===== config.mk =====
export PLATFORM = sky130hd
export DESIGN_NAME = ansi_terminal_command_encoder
export DESIGN_NICKNAME = d
export VERILOG_FILES = /design/src/ate_pkg.sv /design/src/ate_front.sv /design/src/ate_queue.sv /design/src/ate_back.sv /design/src/ansi_terminal_command_encoder.sv
export SDC_FILE = /design/constraint.sdc
export NUM_CORES = 1
export LEC_CHECK = 0
export ABC_AREA = 1
export BUFFER_PORTS_ARGS = -buffer_cell sky130_fd_sc_hd__buf_2
export CAP_MARGIN = 20
export CORE_ASPECT_RATIO = 0.6
export CORE_MARGIN = 2
export CORE_UTILIZATION = 40
export DETAILED_ROUTE_END_ITERATION = 10
export MAX_ROUTING_LAYER = met4
export PLACE_DENSITY = 0.61
export REMOVE_ABC_BUFFERS = 1
export SLEW_MARGIN = 15
export SYNTH_ARGS = -nofsm -noshare
export SYNTH_HDL_FRONTEND = slang
export SYNTH_SLANG_ARGS = --single-unit

===== constraint.sdc =====
create_clock -name clk -period 10 [get_ports clk]
set_input_delay 2 -clock clk [delete_from_list [all_inputs] [get_ports clk]]
set_output_delay 2 -clock clk [all_outputs]
set_load 0.02 [all_outputs]

===== src/ate_pkg.sv =====
// Shared types, character codes and helper functions of the terminal command encoder.
// No dependencies; used by ate_front, ate_queue, ate_back and the top level.
package ate_pkg;

  // Command codes on in_cmd
  typedef enum logic [3:0] {
    CMD_MOVE     = 4'd0,
    CMD_EOL      = 4'd1,
    CMD_EOP      = 4'd2,
    CMD_BEEP     = 4'd3,
    CMD_INSERT   = 4'd4,
    CMD_DELETE   = 4'd5,
    CMD_WINDOW   = 4'd6,
    CMD_NOWINDOW = 4'd7,
    CMD_COLOR    = 4'd8
  } cmd_t;

  // Character codes
  localparam logic [7:0] CH_BEL   = 8'h07;
  localparam logic [7:0] CH_LF    = 8'h0A;
  localparam logic [7:0] CH_ESC   = 8'h1B;
  localparam logic [7:0] CH_ZERO  = 8'h30;
  localparam logic [7:0] CH_SEVEN = 8'h37;
  localparam logic [7:0] CH_SEMI  = 8'h3B;
  localparam logic [7:0] CH_UH    = 8'h48;  // 'H'
  localparam logic [7:0] CH_UJ    = 8'h4A;  // 'J'
  localparam logic [7:0] CH_UK    = 8'h4B;  // 'K'
  localparam logic [7:0] CH_UM    = 8'h4D;  // 'M'
  localparam logic [7:0] CH_LBRK  = 8'h5B;  // '['
  localparam logic [7:0] CH_LM    = 8'h6D;  // 'm'
  localparam logic [7:0] CH_LR    = 8'h72;  // 'r'
  localparam logic [7:0] CH_NUL   = 8'h00;

  localparam int COORD_W = 8;
  localparam int CNT_W   = 5;

  // Fixed byte strings that close a job, possibly repeated
  typedef enum logic [3:0] {
    TK_NONE    = 4'd0,
    TK_EOL     = 4'd1,
    TK_EOP     = 4'd2,
    TK_BEL     = 4'd3,
    TK_NOWIN   = 4'd4,
    TK_NORMAL  = 4'd5,
    TK_REVERSE = 4'd6,
    TK_INS     = 4'd7,
    TK_DEL     = 4'd8,
    TK_ERR     = 4'd9
  } tail_kind_t;

  // One job for the back end: optional region set, optional move, then a tail
  typedef struct packed {
    logic                 win_en;
    logic [COORD_W-1:0]   win_t;
    logic [COORD_W-1:0]   win_b;
    logic                 mov_en;
    logic [COORD_W-1:0]   mov_r;
    logic [COORD_W-1:0]   mov_c;
    tail_kind_t           tail;
    logic [CNT_W-1:0]     rep;
  } job_t;

  typedef struct packed {
    logic [1:0] hund;
    logic [3:0] tens;
    logic [3:0] ones;
  } digits_t;

  // Decimal digits of v + 1 (at most 256)
  function automatic digits_t to_dec(input logic [COORD_W-1:0] v);
    logic [8:0]  p;
    logic [6:0]  rem;
    logic [14:0] prod;
    digits_t     d;
    p = {1'b0, v} + 9'd1;
    if (p >= 9'd200) begin
      d.hund = 2'd2;
      rem    = 7'(p - 9'd200);
    end else if (p >= 9'd100) begin
      d.hund = 2'd1;
      rem    = 7'(p - 9'd100);
    end else begin
      d.hund = 2'd0;
      rem    = p[6:0];
    end
    // divide by ten through the reciprocal 205/2048, exact below 100
    prod   = 15'(rem) * 15'd205;
    d.tens = 4'(prod >> 11);
    d.ones = 4'(rem - 7'(d.tens) * 7'd10);
    return d;
  endfunction

  // Position of the leading digit of v + 1: 0 hundreds, 1 tens, 2 ones
  function automatic logic [1:0] first_pos(input logic [COORD_W-1:0] v);
    logic [8:0] p;
    p = {1'b0, v} + 9'd1;
    if (p >= 9'd100) return 2'd0;
    else if (p >= 9'd10) return 2'd1;
    else return 2'd2;
  endfunction

  // Byte idx of a tail string
  function automatic logic [7:0] tail_byte(input tail_kind_t k, input logic [1:0] idx);
    logic [7:0] s0;
    logic [7:0] s1;
    logic [7:0] s2;
    logic [7:0] s3;
    s0 = CH_ESC;
    s1 = CH_LBRK;
    s2 = CH_NUL;
    s3 = CH_NUL;
    case (k)
      TK_EOL:     s2 = CH_UK;
      TK_EOP:     s2 = CH_UJ;
      TK_BEL:     s0 = CH_BEL;
      TK_NOWIN: begin
        s2 = CH_SEMI;
        s3 = CH_LR;
      end
      TK_NORMAL:  s2 = CH_LM;
      TK_REVERSE: begin
        s2 = CH_SEVEN;
        s3 = CH_LM;
      end
      TK_INS:     s1 = CH_UM;
      TK_DEL:     s0 = CH_LF;
      default:    s0 = CH_NUL;
    endcase
    case (idx)
      2'd0:    return s0;
      2'd1:    return s1;
      2'd2:    return s2;
      default: return s3;
    endcase
  endfunction

  // Index of the final byte of a tail string
  function automatic logic [1:0] tail_last_idx(input tail_kind_t k);
    case (k)
      TK_EOL, TK_EOP, TK_NORMAL: return 2'd2;
      TK_NOWIN, TK_REVERSE:      return 2'd3;
      TK_INS:                    return 2'd1;
      default:                   return 2'd0;
    endcase
  endfunction

endpackage


===== src/ate_front.sv =====
// Front end: accepts commands, keeps the cursor/region/color cache, builds jobs.
// Depends on ate_pkg; feeds ate_queue.
module ate_front #(
  parameter int MAX_LINES  = 16,
  parameter int COORD_BITS = 8
) (
  input  logic                  clk,
  input  logic                  rst_n,
  input  logic                  in_valid,
  output logic                  in_stall,
  input  logic [3:0]            in_cmd,
  input  logic [7:0]            in_row,
  input  logic [7:0]            in_col,
  input  logic [7:0]            in_bottom,
  input  logic [4:0]            in_count,
  input  logic [1:0]            in_color,
  input  logic                  q_full,
  output logic                  push,
  output ate_pkg::job_t         job
);
  import ate_pkg::*;

  logic [COORD_BITS-1:0] crow_r, crow_nxt;
  logic [COORD_BITS-1:0] ccol_r, ccol_nxt;
  logic                  ck_r, ck_nxt;
  logic [COORD_BITS-1:0] wt_r, wt_nxt;
  logic [COORD_BITS-1:0] wb_r, wb_nxt;
  logic                  wk_r, wk_nxt;
  logic [1:0]            hue_r, hue_nxt;
  logic                  hk_r, hk_nxt;

  logic [COORD_BITS-1:0] r;
  logic [COORD_BITS-1:0] c;
  logic [COORD_BITS-1:0] b;
  logic [COORD_BITS-1:0] tgt;
  logic                  accept;
  logic                  win_chg;
  logic                  ck_eff;

  assign r        = in_row[COORD_BITS-1:0];
  assign c        = in_col[COORD_BITS-1:0];
  assign b        = in_bottom[COORD_BITS-1:0];
  assign in_stall = q_full;
  assign accept   = in_valid && !q_full;
  assign win_chg  = !wk_r || (r != wt_r) || (b != wb_r);
  assign ck_eff   = ck_r && !win_chg;
  assign tgt      = (in_cmd == CMD_INSERT) ? r : b;

  // classify the command against the cache
  always_comb begin
    job      = '0;
    crow_nxt = crow_r;
    ccol_nxt = ccol_r;
    ck_nxt   = ck_r;
    wt_nxt   = wt_r;
    wb_nxt   = wb_r;
    wk_nxt   = wk_r;
    hue_nxt  = hue_r;
    hk_nxt   = hk_r;
    case (in_cmd)
      CMD_MOVE: begin
        if (!ck_r || (r != crow_r) || (c != ccol_r)) begin
          job.mov_en = 1'b1;
          job.mov_r  = COORD_W'(r);
          job.mov_c  = COORD_W'(c);
          crow_nxt   = r;
          ccol_nxt   = c;
          ck_nxt     = 1'b1;
        end
      end
      CMD_EOL: begin
        job.tail = TK_EOL;
        job.rep  = 5'd1;
      end
      CMD_EOP: begin
        job.tail = TK_EOP;
        job.rep  = 5'd1;
      end
      CMD_BEEP: begin
        job.tail = TK_BEL;
        job.rep  = 5'd1;
      end
      CMD_INSERT, CMD_DELETE: begin
        if ((in_count > 5'(MAX_LINES)) || ((r == b) && (in_count != 5'd1))) begin
          job.tail = TK_ERR;
          job.rep  = 5'd1;
        end else if (r == b) begin
          // single line: home to column 0 and erase it
          if (!ck_r || (r != crow_r) || (ccol_r != '0)) begin
            job.mov_en = 1'b1;
            job.mov_r  = COORD_W'(r);
            crow_nxt   = r;
            ccol_nxt   = '0;
            ck_nxt     = 1'b1;
          end
          job.tail = TK_EOL;
          job.rep  = 5'd1;
        end else begin
          if (win_chg) begin
            job.win_en = 1'b1;
            job.win_t  = COORD_W'(r);
            job.win_b  = COORD_W'(b);
            wt_nxt     = r;
            wb_nxt     = b;
            wk_nxt     = 1'b1;
          end
          if (!ck_eff || (tgt != crow_r) || (ccol_r != '0)) begin
            job.mov_en = 1'b1;
            job.mov_r  = COORD_W'(tgt);
            crow_nxt   = tgt;
            ccol_nxt   = '0;
            ck_nxt     = 1'b1;
          end
          job.tail = (in_cmd == CMD_INSERT) ? TK_INS : TK_DEL;
          job.rep  = in_count;
        end
      end
      CMD_WINDOW: begin
        if (win_chg) begin
          job.win_en = 1'b1;
          job.win_t  = COORD_W'(r);
          job.win_b  = COORD_W'(b);
          wt_nxt     = r;
          wb_nxt     = b;
          wk_nxt     = 1'b1;
          ck_nxt     = 1'b0;
        end
      end
      CMD_NOWINDOW: begin
        job.tail = TK_NOWIN;
        job.rep  = 5'd1;
        ck_nxt   = 1'b0;
        wk_nxt   = 1'b0;
      end
      CMD_COLOR: begin
        if (!hk_r || (in_color != hue_r)) begin
          if (in_color == 2'd0) begin
            job.tail = TK_NORMAL;
            job.rep  = 5'd1;
          end else if (in_color == 2'd1) begin
            job.tail = TK_REVERSE;
            job.rep  = 5'd1;
          end
          hue_nxt = in_color;
          hk_nxt  = 1'b1;
        end
      end
      default: job = '0;
    endcase
  end

  // only jobs that send at least one byte go to the queue
  assign push = accept && (job.win_en || job.mov_en || (job.rep != '0));

  // cache registers
  always_ff @(posedge clk) begin
    if (!rst_n) begin
      crow_r <= '0;
      ccol_r <= '0;
      ck_r   <= 1'b0;
      wt_r   <= '0;
      wb_r   <= '0;
      wk_r   <= 1'b0;
      hue_r  <= 2'd0;
      hk_r   <= 1'b0;
    end else if (accept) begin
      crow_r <= crow_nxt;
      ccol_r <= ccol_nxt;
      ck_r   <= ck_nxt;
      wt_r   <= wt_nxt;
      wb_r   <= wb_nxt;
      wk_r   <= wk_nxt;
      hue_r  <= hue_nxt;
      hk_r   <= hk_nxt;
    end
  end

endmodule


===== src/ate_queue.sv =====
// Two-entry job queue between the front and back ends.
// Depends on ate_pkg for the job type.
module ate_queue (
  input  logic          clk,
  input  logic          rst_n,
  input  logic          push,
  input  ate_pkg::job_t push_job,
  input  logic          pop,
  output ate_pkg::job_t head,
  output logic          empty,
  output logic          full
);
  import ate_pkg::*;

  localparam int DEPTH = 2;

  job_t       slot_r [DEPTH];
  logic       wr_ptr_r;
  logic       rd_ptr_r;
  logic [1:0] cnt_r;
  logic       do_push;
  logic       do_pop;

  assign empty   = (cnt_r == 2'd0);
  assign full    = (cnt_r == 2'(DEPTH));
  assign head    = slot_r[rd_ptr_r];
  assign do_push = push && !full;
  assign do_pop  = pop && !empty;

  // storage
  always_ff @(posedge clk) begin
    if (do_push) begin
      slot_r[wr_ptr_r] <= push_job;
    end
  end

  // pointers and fill count
  always_ff @(posedge clk) begin
    if (!rst_n) begin
      wr_ptr_r <= 1'b0;
      rd_ptr_r <= 1'b0;
      cnt_r    <= 2'd0;
    end else begin
      if (do_push) wr_ptr_r <= !wr_ptr_r;
      if (do_pop)  rd_ptr_r <= !rd_ptr_r;
      case ({do_push, do_pop})
        2'b10:   cnt_r <= cnt_r + 2'd1;
        2'b01:   cnt_r <= cnt_r - 2'd1;
        default: cnt_r <= cnt_r;
      endcase
    end
  end

endmodule


===== src/ate_back.sv =====
// Back end: expands one job into escape bytes, one output word per cycle while out_stall is low.
// Depends on ate_pkg; takes jobs from ate_queue.
module ate_back (
  input  logic          clk,
  input  logic          rst_n,
  input  ate_pkg::job_t head,
  input  logic          q_empty,
  output logic          pop,
  output logic          out_valid,
  input  logic          out_stall,
  output logic [7:0]    out_byte,
  output logic          out_last,
  output logic          out_flush,
  output logic          out_error
);
  import ate_pkg::*;

  typedef enum logic [1:0] {PH_IDLE, PH_WIN, PH_MOV, PH_TAIL} phase_t;
  typedef enum logic [2:0] {PS_ESC, PS_LB, PS_A, PS_SEMI, PS_B, PS_TERM} pstep_t;

  phase_t       phase_r;
  pstep_t       pstep_r;
  job_t         job_r;
  logic [1:0]   dpos_r;
  logic [1:0]   tidx_r;
  logic [4:0]   rep_r;
  logic         out_valid_r;
  logic [7:0]   out_byte_r;
  logic         out_last_r;
  logic         out_flush_r;
  logic         out_error_r;

  logic [7:0]   pa;
  logic [7:0]   pb;
  logic [7:0]   dig_v;
  digits_t      dd;
  logic [3:0]   digit;
  logic [7:0]   pair_b;
  logic [7:0]   cur_byte;
  logic         seg_end;
  logic         tail_wrap;
  phase_t       next_seg;
  phase_t       first_seg;
  logic         is_last;
  logic         can_emit;
  logic         load;

  assign can_emit = !out_valid_r || !out_stall;
  assign load     = (phase_r == PH_IDLE) && !q_empty;
  assign pop      = load;

  // byte of the current step
  always_comb begin
    pa    = (phase_r == PH_WIN) ? job_r.win_t : job_r.mov_r;
    pb    = (phase_r == PH_WIN) ? job_r.win_b : job_r.mov_c;
    dig_v = (pstep_r == PS_A) ? pa : pb;
    dd    = to_dec(dig_v);
    case (dpos_r)
      2'd0:    digit = {2'b00, dd.hund};
      2'd1:    digit = dd.tens;
      default: digit = dd.ones;
    endcase
    case (pstep_r)
      PS_ESC:        pair_b = CH_ESC;
      PS_LB:         pair_b = CH_LBRK;
      PS_A, PS_B:    pair_b = CH_ZERO + 8'(digit);
      PS_SEMI:       pair_b = CH_SEMI;
      default:       pair_b = (phase_r == PH_WIN) ? CH_LR : CH_UH;
    endcase
    tail_wrap = (tidx_r == tail_last_idx(job_r.tail));
    if (phase_r == PH_TAIL) begin
      cur_byte = tail_byte(job_r.tail, tidx_r);
      seg_end  = tail_wrap && (rep_r == 5'd1);
    end else begin
      cur_byte = pair_b;
      seg_end  = (pstep_r == PS_TERM);
    end
    case (phase_r)
      PH_WIN: begin
        if (job_r.mov_en)          next_seg = PH_MOV;
        else if (job_r.rep != '0)  next_seg = PH_TAIL;
        else                       next_seg = PH_IDLE;
      end
      PH_MOV:  next_seg = (job_r.rep != '0) ? PH_TAIL : PH_IDLE;
      default: next_seg = PH_IDLE;
    endcase
    is_last = seg_end && (next_seg == PH_IDLE);
    if (head.win_en)      first_seg = PH_WIN;
    else if (head.mov_en) first_seg = PH_MOV;
    else                  first_seg = PH_TAIL;
  end

  // sequencer and output register
  always_ff @(posedge clk) begin
    if (!rst_n) begin
      phase_r     <= PH_IDLE;
      pstep_r     <= PS_ESC;
      out_valid_r <= 1'b0;
    end else begin
      case (phase_r)
        PH_IDLE: begin
          if (out_valid_r && !out_stall) out_valid_r <= 1'b0;
          if (load) begin
            job_r   <= head;
            phase_r <= first_seg;
            pstep_r <= PS_ESC;
            tidx_r  <= 2'd0;
            rep_r   <= head.rep;
          end
        end
        default: begin
          if (can_emit) begin
            out_valid_r <= 1'b1;
            out_byte_r  <= cur_byte;
            out_last_r  <= is_last;
            out_flush_r <= (phase_r == PH_TAIL) && (job_r.tail == TK_BEL);
            out_error_r <= (phase_r == PH_TAIL) && (job_r.tail == TK_ERR);
            if (seg_end) begin
              phase_r <= next_seg;
              pstep_r <= PS_ESC;
              tidx_r  <= 2'd0;
            end else if (phase_r == PH_TAIL) begin
              if (tail_wrap) begin
                tidx_r <= 2'd0;
                rep_r  <= rep_r - 5'd1;
              end else begin
                tidx_r <= tidx_r + 2'd1;
              end
            end else begin
              case (pstep_r)
                PS_ESC: pstep_r <= PS_LB;
                PS_LB: begin
                  pstep_r <= PS_A;
                  dpos_r  <= first_pos(pa);
                end
                PS_A: begin
                  if (dpos_r == 2'd2) pstep_r <= PS_SEMI;
                  else                dpos_r  <= dpos_r + 2'd1;
                end
                PS_SEMI: begin
                  pstep_r <= PS_B;
                  dpos_r  <= first_pos(pb);
                end
                PS_B: begin
                  if (dpos_r == 2'd2) pstep_r <= PS_TERM;
                  else                dpos_r  <= dpos_r + 2'd1;
                end
                default: pstep_r <= PS_ESC;
              endcase
            end
          end
        end
      endcase
    end
  end

  assign out_valid = out_valid_r;
  assign out_byte  = out_byte_r;
  assign out_last  = out_last_r;
  assign out_flush = out_flush_r;
  assign out_error = out_error_r;

endmodule


===== src/ansi_terminal_command_encoder.sv =====
// Top level of the ANSI terminal command encoder.
// Instantiates ate_front, ate_queue and ate_back; depends on ate_pkg.

// Takes one display command per input word and answers with the ANSI escape
// bytes that carry it out, one byte per output word, out_last marking the end
// of a command. Cursor, scroll region and color are cached, so a command that
// changes nothing sends nothing; a rejected insert or delete gives a single
// word with out_error set. The back-end byte sequencer sets the pace: it loads
// a command from the job queue only when idle, then sends its bytes, holding a
// word while out_stall is high; a command that sends nothing stays in the front
// end. The front end takes new commands while the two-entry job queue has room,
// so up to two commands can wait behind the one whose bytes are being sent.
module ansi_terminal_command_encoder #(
  parameter int MAX_LINES  = 16,
  parameter int COORD_BITS = 8
) (
  input  logic       clk,
  input  logic       rst_n,
  input  logic       in_valid,
  output logic       in_stall,
  input  logic [3:0] in_cmd,
  input  logic [7:0] in_row,
  input  logic [7:0] in_col,
  input  logic [7:0] in_bottom,
  input  logic [4:0] in_count,
  input  logic [1:0] in_color,
  output logic       out_valid,
  input  logic       out_stall,
  output logic [7:0] out_byte,
  output logic       out_last,
  output logic       out_flush,
  output logic       out_error
);
  import ate_pkg::*;

  job_t push_job;
  job_t head;
  logic push;
  logic pop;
  logic q_empty;
  logic q_full;

  // command classification and cache
  ate_front #(
    .MAX_LINES  (MAX_LINES),
    .COORD_BITS (COORD_BITS)
  ) u_front (
    .clk       (clk),
    .rst_n     (rst_n),
    .in_valid  (in_valid),
    .in_stall  (in_stall),
    .in_cmd    (in_cmd),
    .in_row    (in_row),
    .in_col    (in_col),
    .in_bottom (in_bottom),
    .in_count  (in_count),
    .in_color  (in_color),
    .q_full    (q_full),
    .push      (push),
    .job       (push_job)
  );

  // job queue
  ate_queue u_queue (
    .clk      (clk),
    .rst_n    (rst_n),
    .push     (push),
    .push_job (push_job),
    .pop      (pop),
    .head     (head),
    .empty    (q_empty),
    .full     (q_full)
  );

  // byte generation
  ate_back u_back (
    .clk       (clk),
    .rst_n     (rst_n),
    .head      (head),
    .q_empty   (q_empty),
    .pop       (pop),
    .out_valid (out_valid),
    .out_stall (out_stall),
    .out_byte  (out_byte),
    .out_last  (out_last),
    .out_flush (out_flush),
    .out_error (out_error)
  );

endmodule


Yosys cells after proc, flatten, opt, wreduce, memory -nomap -nowiden

Memory sizes are Yosys's and may differ from the RTL's. A register that Yosys moved wholly into a read port is not among the register bits.
Cells that the tools add are included.

Register bits: 109
Memory bits (writable): 86
Bits of input ports: 39
Output and inout bits: 13
Word-level logic and storage cells: 294
Memories kept: 1

Add/sub/neg operators: 12
Multipliers: 2
Order comparisons: 7
Equality and inequality tests: 56
Muxes and demuxes: 110
Bitwise logic cells: 3
Reduce and logical (&&, ||, !) cells: 75

Memories:

| memory         | depth | width | rd ports | clocked after memory_dff | write ports | line            | text |
|---|---|---|---|---|---|---|---|
| u_queue.slot_r | 2     | 43    | 1        | 1                        | 1           | ate_queue.sv:17 | `job_t slot_r [DEPTH];` |

Operator list:

| kind                                                 | count |
|---|---|
| two-way mux 8 bit                                    | 24 |
| case mux 8 bit (2 select lines)                      | 4 |
| two-way mux 9 bit                                    | 6 |
| case mux 9 bit (6 select lines)                      | 1 |
| two-way mux 17 bit                                   | 3 |
| inequality test 8 bit                                | 5 |
| two-way mux 2 bit                                    | 19 |
| two-way mux 5 bit                                    | 7 |
| case mux 7 bit (5 select lines)                      | 1 |
| case mux 17 bit (2 select lines)                     | 1 |
| == test 4 x 3 -> 1 bit (second input constant)       | 8 |
| case mux 8 bit (4 select lines)                      | 1 |
| adder 8 x 1 -> 9 bit (second input constant)         | 3 |
| >= comparator 9 x 7 -> 1 bit (second input constant) | 3 |
| two-way mux 26 bit                                   | 1 |
| two-way mux 3 bit                                    | 7 |
| case mux 7 bit (3 select lines)                      | 1 |
| two-way mux 1 bit                                    | 19 |
| >= comparator 9 x 4 -> 1 bit (second input constant) | 2 |
| case mux 9 bit (2 select lines)                      | 1 |
| == test 4 x 2 -> 1 bit (second input constant)       | 4 |
| multiplier 7 x 8 -> 15 bit (second input constant)   | 1 |
| case mux 3 bit (5 select lines)                      | 1 |
| case mux 5 bit (3 select lines)                      | 1 |
| other kinds (57)                                     | 141 |

Logic depth before layout (Yosys ltp)

Gate-level depths: netlist (run 1).

Word-level depth: 18
Mapped depth: 54
Gate-level depth less buffers: 53

Cells and area by module

A second synthesis (run 1) with hierarchy kept.

Cells, all modules: 1505
Area total of the unflattened synthesis: 12517.0 sq um

Modules (own cells, without submodules):

| module    | instances | cells each | area an instance (sq um) | sequential area each (sq um) |
|---|---|---|---|---|
| ate_back  | 1         | 679        | 5422.7                   | 1951.9 |
| ate_queue | 1         | 174        | 3557.2                   | 2682.6 |
| ate_front | 1         | 652        | 3537.1                   | 740.7 |

Worst setup path after synthesis (run 1)

Ideal clock, no wire load.

Path kind: register to register
From: register u_back.phase_r[1]
To: register u_back.out_byte_r[3], in the netlist u_back.out_byte[3] (data pin)
Library setup time: 0.261 ns
Arrival: 6.654 ns
Data required time: 9.739 ns
Slack: 3.085 ns
Cell stages (with the launch flop): 47
Buffers on the path: 1
Period minus slack after synthesis: 6.915 ns
Cell sequence: dfxtp_1 inv_1 ha_1 buf_6 inv_6 nand2_1 nand2_1 nand2_2 nand2_4 ha_1 inv_1 nor2_4 nand3_1 nand2_2 ha_1 nand2_1 nand4_1 nand2_1 [... 11 more ...] nand2_1 a221o_1 a31oi_1 o21a_1 o21ai_1 xnor2_1 fa_1 or2_1 nand2_1 nand3_1 nand2_2 inv_1 nand2_1 nand2_1 nand2_1 nand2_1 nand2_1 a21oi_2

Cells in the longest elaborated chain, start to end: 14
Elaborated cells between the ends (all ways): 22
Classes of those cells: 5 x add/sub; 2 x mul; 2 x order compare; 2 x eq/ne; 11 x mux

RTL lines:

| item                                                             | line                                           | text |
|---|---|---|
| start: declaration                                               | ate_back.sv:21                                 | `phase_t phase_r;` |
| start signal: assignment                                         | ate_back.sv:105                                | `phase_r <= first_seg;` |
| start signal: assignment                                         | ate_back.sv:119                                | `phase_r <= next_seg;` |
| == test 2 x 1 -> 1 bit                                           | ate_back.sv:54, ate_back.sv:55, ate_back.sv:68 |  |
| two-way mux 8 bit (on tied branches)                             | ate_back.sv:55, ate_back.sv:54                 |  |
| two-way mux 8 bit                                                | ate_back.sv:56                                 | `dig_v = (pstep_r == PS_A) ? pa : pb;` |
| adder 8 x 1 -> 9 bit                                             | ate_pkg.sv:75                                  | `p = {1'b0, v} + 9'd1;` |
| >= comparator 9 x 7 -> 1 bit or subtractor 7 bit (tied branches) | ate_pkg.sv:79, ate_pkg.sv:81                   |  |
| two-way mux 7 bit                                                | ate_pkg.sv:79                                  | `end else if (p >= 9'd100) begin` |
| two-way mux 7 bit                                                | ate_pkg.sv:76                                  | `if (p >= 9'd200) begin` |
| multiplier 7 x 8 -> 15 bit                                       | ate_pkg.sv:87                                  | `prod = 15'(rem) * 15'd205;` |
| multiplier 4 x 3 -> 3 bit                                        | ate_pkg.sv:89                                  | `d.ones = 4'(rem - 7'(d.tens) * 7'd10);` |
| subtractor 4 bit                                                 | ate_pkg.sv:89                                  |  |
| case mux 4 bit (2 select lines)                                  | ate_back.sv:58                                 | `case (dpos_r)` |
| adder 6 x 4 -> 7 bit                                             | ate_back.sv:66                                 | `PS_A, PS_B: pair_b = CH_ZERO + 8'(digit);` |
| case mux 8 bit (4 select lines)                                  | ate_back.sv:63                                 | `case (pstep_r)` |
| two-way mux 8 bit (*)                                            | ate_back.sv:71                                 | `if (phase_r == PH_TAIL) begin` |
| net u_back.cur_byte[3]                                           | ate_back.sv:39                                 | `logic [7:0] cur_byte;` |
| end signal: assignment                                           | ate_back.sv:114                                | `out_byte_r <= cur_byte;` |
| end: declaration                                                 | ate_back.sv:28                                 | `logic [7:0] out_byte_r;` |

Mark *: on every way through the listed nets, which the timed path passes. The rest lies on a longest branch.
A chain may end at the register's enable or synchronous reset.

Worst setup path after layout (run 1)

Same ends and word-level chain as after synthesis.

==> results of run 1 <==
==> cell families after synthesis <==
logic type	count (synthesis)	synth area share, %
AO/OA/AOI/OAI	215	11.0
XOR/XNOR	32	2.39
adder cells (fa/ha/maj)	65	7.50
buffers and inverters	230	7.95
flip-flops	195	45.8
other	1	0.0319
AND/OR/NAND/NOR	670	25.4
==> state kept, by name, indices dropped and copies added, names as in the netlist, 2 cells and up, named ones only <==
name and count:
u_back.rep_r 5, u_front.wt_r 8, u_back.out_byte 7, u_back.job_r 42, u_back.dpos_r 2, u_queue.cnt_r 2, u_back.tidx_r 2, u_back.phase_r 2
u_front.hue_r 2, u_front.wb_r 8, u_front.crow_r 8, u_back.pstep_r 3, u_front.ccol_r 8, u_queue.slot_r 86
==> cells in the final DEF (no fill, tap or decap), types with 5 or more instances in the layout <==
master / synthesis / final
o211ai_1: 5 / 5
o22ai_1: 7 / 7
nand2_4: 6 / 6
dfxtp_1: 48 / 48
nand3_2: 6 / 6
nor2_4: 5 / 8
a21oi_1: 68 / 68
o32ai_1: 8 / 8
edfxtp_1: 147 / 147
xor2_1: 24 / 24
fa_1: 9 / 9
a211oi_1: 15 / 15
buf_2: 2 / 50
o21ai_1: 11 / 11
o21ai_2: 6 / 6
o21ai_0: 62 / 62
nor2_1: 132 / 129
inv_1: 183 / 183
inv_8: 0 / 8
o221ai_1: 5 / 5
nand2_1: 370 / 370
clkbuf_16: 0 / 17
a31oi_1: 7 / 7
nand2_2: 31 / 31
ha_1: 56 / 56
nor2_2: 5 / 5
inv_2: 8 / 8
buf_4: 5 / 8
nor3_1: 20 / 20
nand4_1: 13 / 13
nor4_1: 13 / 13
nand3_1: 52 / 52
xnor2_1: 8 / 8
==> metal layers <==
layer,wire length [um],up-vias
li1,-,4779
met3,1750,23
met2,11700,275
met5,0,-
met1,15600,4462
met4,218,0
==> cell type report <==
class | instances | area [um2] | area share (%)
flip-flops and latches | 195 | 5380 | 41.5
repair buffers | 59 | 338 | 2.61
clock inverters | 15 | 155 | 1.20
clock buffers | 17 | 425 | 3.28
well taps | 375 | 469 | 3.62
multi-input cells | 983 | 5460 | 42.1
inverters | 196 | 743 | 5.73
==> path summary, 6_finish.rpt <==
| path | end | slack [ps] | cells past startpoint | from |
|---|---|---|---|---|
| hold reg to reg | u_queue.rd_ptr_r | 460 | 1 | u_queue.rd_ptr_r |
| hold / removal | u_queue.rd_ptr_r | 460 | 1 | u_queue.rd_ptr_r |
| setup / recovery | u_back.out_byte[3] | 2190 | 46 | u_back.phase_r[1] |
| setup reg to reg | u_back.out_byte[3] | 2190 | 46 | u_back.phase_r[1] |
==> through the flow <==
stage	instances	util, %	hold slack, ps	area [um2]	worst slack [ps]
floorplan	1374	-	422	11600	2730
global placement	1807	42.9	435	12400	2520
detailed placement	1808	43.0	442	12400	2220
CTS	1840	45.0	455	13000	2190
global route	1840	45.0	480	13000	1540
finish	1840	45.0	456	13000	2190
==> qor.txt, run 1 <==
outcome: complete, no violations
CTS H-tree depth: 4
# Max-Cap Violations: 0
IO Count: 52
Layout fillers: 2837
Max-slew headroom: 25.2%
max incr delay on CP: 480 ps
Synth Instances: 1408
number of port buffers: 50
DRC: 0
Core Footprint: 28800 um2
critical path arrival: 8010 ps
Post-synth EDFFs: 147
synthesized flop and latch total: 195
initial antenna violation count: 1
Starting DRT DRC Count: 927
sequential element share of the synthesized area: 45.8%
area leader, netlist: edfxtp_1
largest net degree at the start of global routing: 45
Final Skew: 10.8 ps
crit-path most repeated cell: nand2_1
first-pass GRT wire length: 47.7 mm
final WL: 29.3 mm
most used flip-flop cell after synthesis: edfxtp_1
chip width: 225 um
layout cells sized above 1: 11.7%
Bufs and invs on worst path: 6
grt ovf: 0
f_max: 128 MHz
Tightest Hold Check Type: reg2reg
post-synthesis cell area: 11700 um2
Least-Margin Pin Slew: 1110 ps
Site Rows: 48
most frequent cells after synthesis: nand2_1, inv_1, edfxtp_1
Worst path slowest cell: fa_1
maximum clock insertion buffer count: 2
Die H: 137 um
WP data required: 10190 ps
top post-synthesis cells by area: edfxtp_1, nand2_1, dfxtp_1
CTS sink cnt: 195
GR Util All Layers: 20.6%
Clock Latency Late Sink: 450 ps
Crit path max-delay family: adder cells
Tcrit/Tclk final: 78.1%
# hold bufs at CTS: 0
Post-CTS Resized: 0
CTS buffer count: 17
Critical Path Start Type: register
Final Hold Viols: 0
final net count: 1556
Synth top area share: 37.6%
GRT busiest layer: met1
HPWL after DPL: 22.5 mm
crit-path max FO: 26
routability cong.: 0.940
GRT met2 Usage: 28.1%
RSZ-0062 raised after global routing: false
Avg Vias per Cell: 5.18
# diodes: 0
setup TNS: 0 ps
Yosys cell types: 62
routing usage on met1: 31.7%
antenna viol nets, final: 0
asr flop ratio synth: 0%
CTS clock-pin slew for the worst setup and hold paths: 80 ps
DRT Pass-1 Iters: 5
Post-CTS Setup Inserts: 0
P&R area growth vs syn: 10.4%
final critical-path required period: 7810 ps
Wirelength per Cell: 15.9 um
clk root buf: clkbuf_16
vias in the first global route: 8818
Slew Viols, Final: 0
crit end category: register
die footprint: 30800 um2
most frequent cell after synthesis: nand2_1
Yosys Warn Count: 0
met3 Resource Use GR: 3.41%
Via Count: 9539
Final setup viols: 0
type of the worst setup path: reg2reg
Initial Utilization: 40.7%
syn_area_per_cell: 8.34 um2
CTS tree: yes
Power of run 1 is left out: the tool's default activity adds up to more than one toggle a clock period on the data nets, which glitch-free logic cannot reach.
==> run 2: changes to the inputs <==
==> constraint.sdc (replaced) <==
create_clock -name clk -period 7.3 [get_ports clk]
set_input_delay 1.46 -clock clk [delete_from_list [all_inputs] [get_ports clk]]
set_output_delay 1.46 -clock clk [all_outputs]
set_load 0.02 [all_outputs]
==> run 2 against run 1 <==
- hold slack got worse by 1.0 ps
- register-to-register slack got worse by 1900 ps
- sequential cell count unchanged
- non-clock buffer count increased by 40
- first-iteration DRC count increased by 2.5%
- wire length increased by 1.8%
- cell area increased by 5.1%
- count of clock-buffer cells in the layout unchanged
- global-route usage decreased by 0.43 points
- die area unchanged
- cell count increased by 2.2%
- critical endpoint unchanged
==> qor.txt, run 2 (same netlist as run 1, synthesis figures left out) <==
Wirelength per Cell: 15.8 um
grt ovf: 0
vias in the first global route: 8839
crit-path most repeated cell: nand2_1
final WL: 29.8 mm
CTS clock-pin slew for the worst setup and hold paths: 80 ps
Final setup viols: 0
Tightest Hold Check Type: reg2reg
Die H: 137 um
Worst R2R Setup Slack: 240 ps
Site Rows: 48
routability cong.: 0.938
Largest register FFs: 86
number of port buffers: 50
clk root buf: clkbuf_16
Final Skew: 12.4 ps
Tcrit/Tclk final: 96.7%
Setup crit start: u_back.phase_r[1]
f_max: 142 MHz
IO Count: 52
crit end category: register
DRC: 0
# diodes: 0
Max-slew headroom: 36.3%
Regs by FF count: u_queue.slot_r x86, u_back.job_r x42
crit-path max FO: 9
initial antenna violation count: 1
setup TNS: 0 ps
outcome: complete, no violations
chip width: 225 um
Initial Utilization: 40.7%
Core Footprint: 28800 um2
die footprint: 30800 um2
# Max-Cap Violations: 0
antenna viol nets, final: 0
Clock Latency Late Sink: 450 ps
final net count: 1596
HPWL after DPL: 21.9 mm
type of the worst setup path: reg2reg
Worst path slowest cell: fa_2
Least-Margin Pin Slew: 944 ps
fin cells: 1880
Slew Viols, Final: 0
final critical-path required period: 7060 ps
commonest non-fill, non-tap cell in the layout: nand2_1
P&R area growth vs syn: 16.0%
layout cells sized above 1: 17.5%
Final Hold Viols: 0
critical path arrival: 7250 ps
maximum clock insertion buffer count: 2
largest net degree at the start of global routing: 45
CTS tree: yes
GR Util All Layers: 20.2%
Critical Path Start Type: register
max incr delay on CP: 530 ps
first-pass GRT wire length: 46.8 mm
Largest Register: u_queue.slot_r
CTS buffer count: 17
DRT Pass-1 Iters: 6
CTS H-tree depth: 4
CTS sink cnt: 195
Avg Vias per Cell: 5.16
most frequent cells in the layout: nand2_1, inv_1, edfxtp_1
Starting DRT DRC Count: 950
WP data required: 7500 ps
worst hold start: u_queue.rd_ptr_r
Via Count: 9709
Reg-to-Reg Start: u_back.phase_r[1]
cell count after placement: 1819
## run 2: area by class of cell
cell class | instances | area [um2]
fillers | 2760 | 15200
multi-input cells | 983 | 5720
flip-flops and latches | 195 | 5380
inverters | 196 | 758
repair buffers | 99 | 712
well taps | 375 | 469
clock buffers | 17 | 425
clock inverters | 15 | 160
## run 2: worst paths after layout
| check | endpoint | cells after the start |
|---|---|---|
| worst max-delay path | u_back.out_byte[3] | 52 |
| worst min-delay path | register | 1 |
| worst max register to register | u_back.out_byte[3] | 52 |
| worst min register to register | register | 1 |
## run 2: worst max-delay path, delay by kind of cell (launching register included)
| family | cells | cell delay (ps) |
|---|---|---|
| buffers and inverters | 12 | 910 |
| AND/OR/NAND/NOR | 27 | 2410 |
| flip-flops | 1 | 350 |
| XOR/XNOR | 2 | 340 |
| AO/OA/AOI/OAI | 2 | 250 |
| adder cells (fa/ha/maj) | 9 | 2550 |
## run 2: per-stage QoR
step | area (um2) | worst slack, ps | hold WS, ps | util [%]
3_3_place_gp | 12500 | 66.0 | 435 | 43.2
4_1_cts | 13100 | 6.10 | 452 | 45.4
3_5_place_dp | 12500 | -141 | 441 | 43.2
2_1_floorplan | 11600 | 33.0 | 422 | -
6_report | 13600 | 243 | 455 | 47.3
5_1_grt | 13600 | -170 | 468 | 47.3
## run 2: per-layer routing
layer | wire (um) | global-route usage [%]
met1 | 15100 | 30.2
met2 | 11900 | 26.8
met3 | 2360 | 4.92
met4 | 362 | 5.22
met5 | 0 | -
## run 2: timing repair
item                                    4_1_cts  5_1_grt
gates resized for setup                       3       69
gates cloned                                  0        2
endpoints found under the setup margin        1        2
pin swaps                                     4       33
hold buffers                                  0        0
buffers inserted                              6       19
Power of run 2 is left out for the same reason.
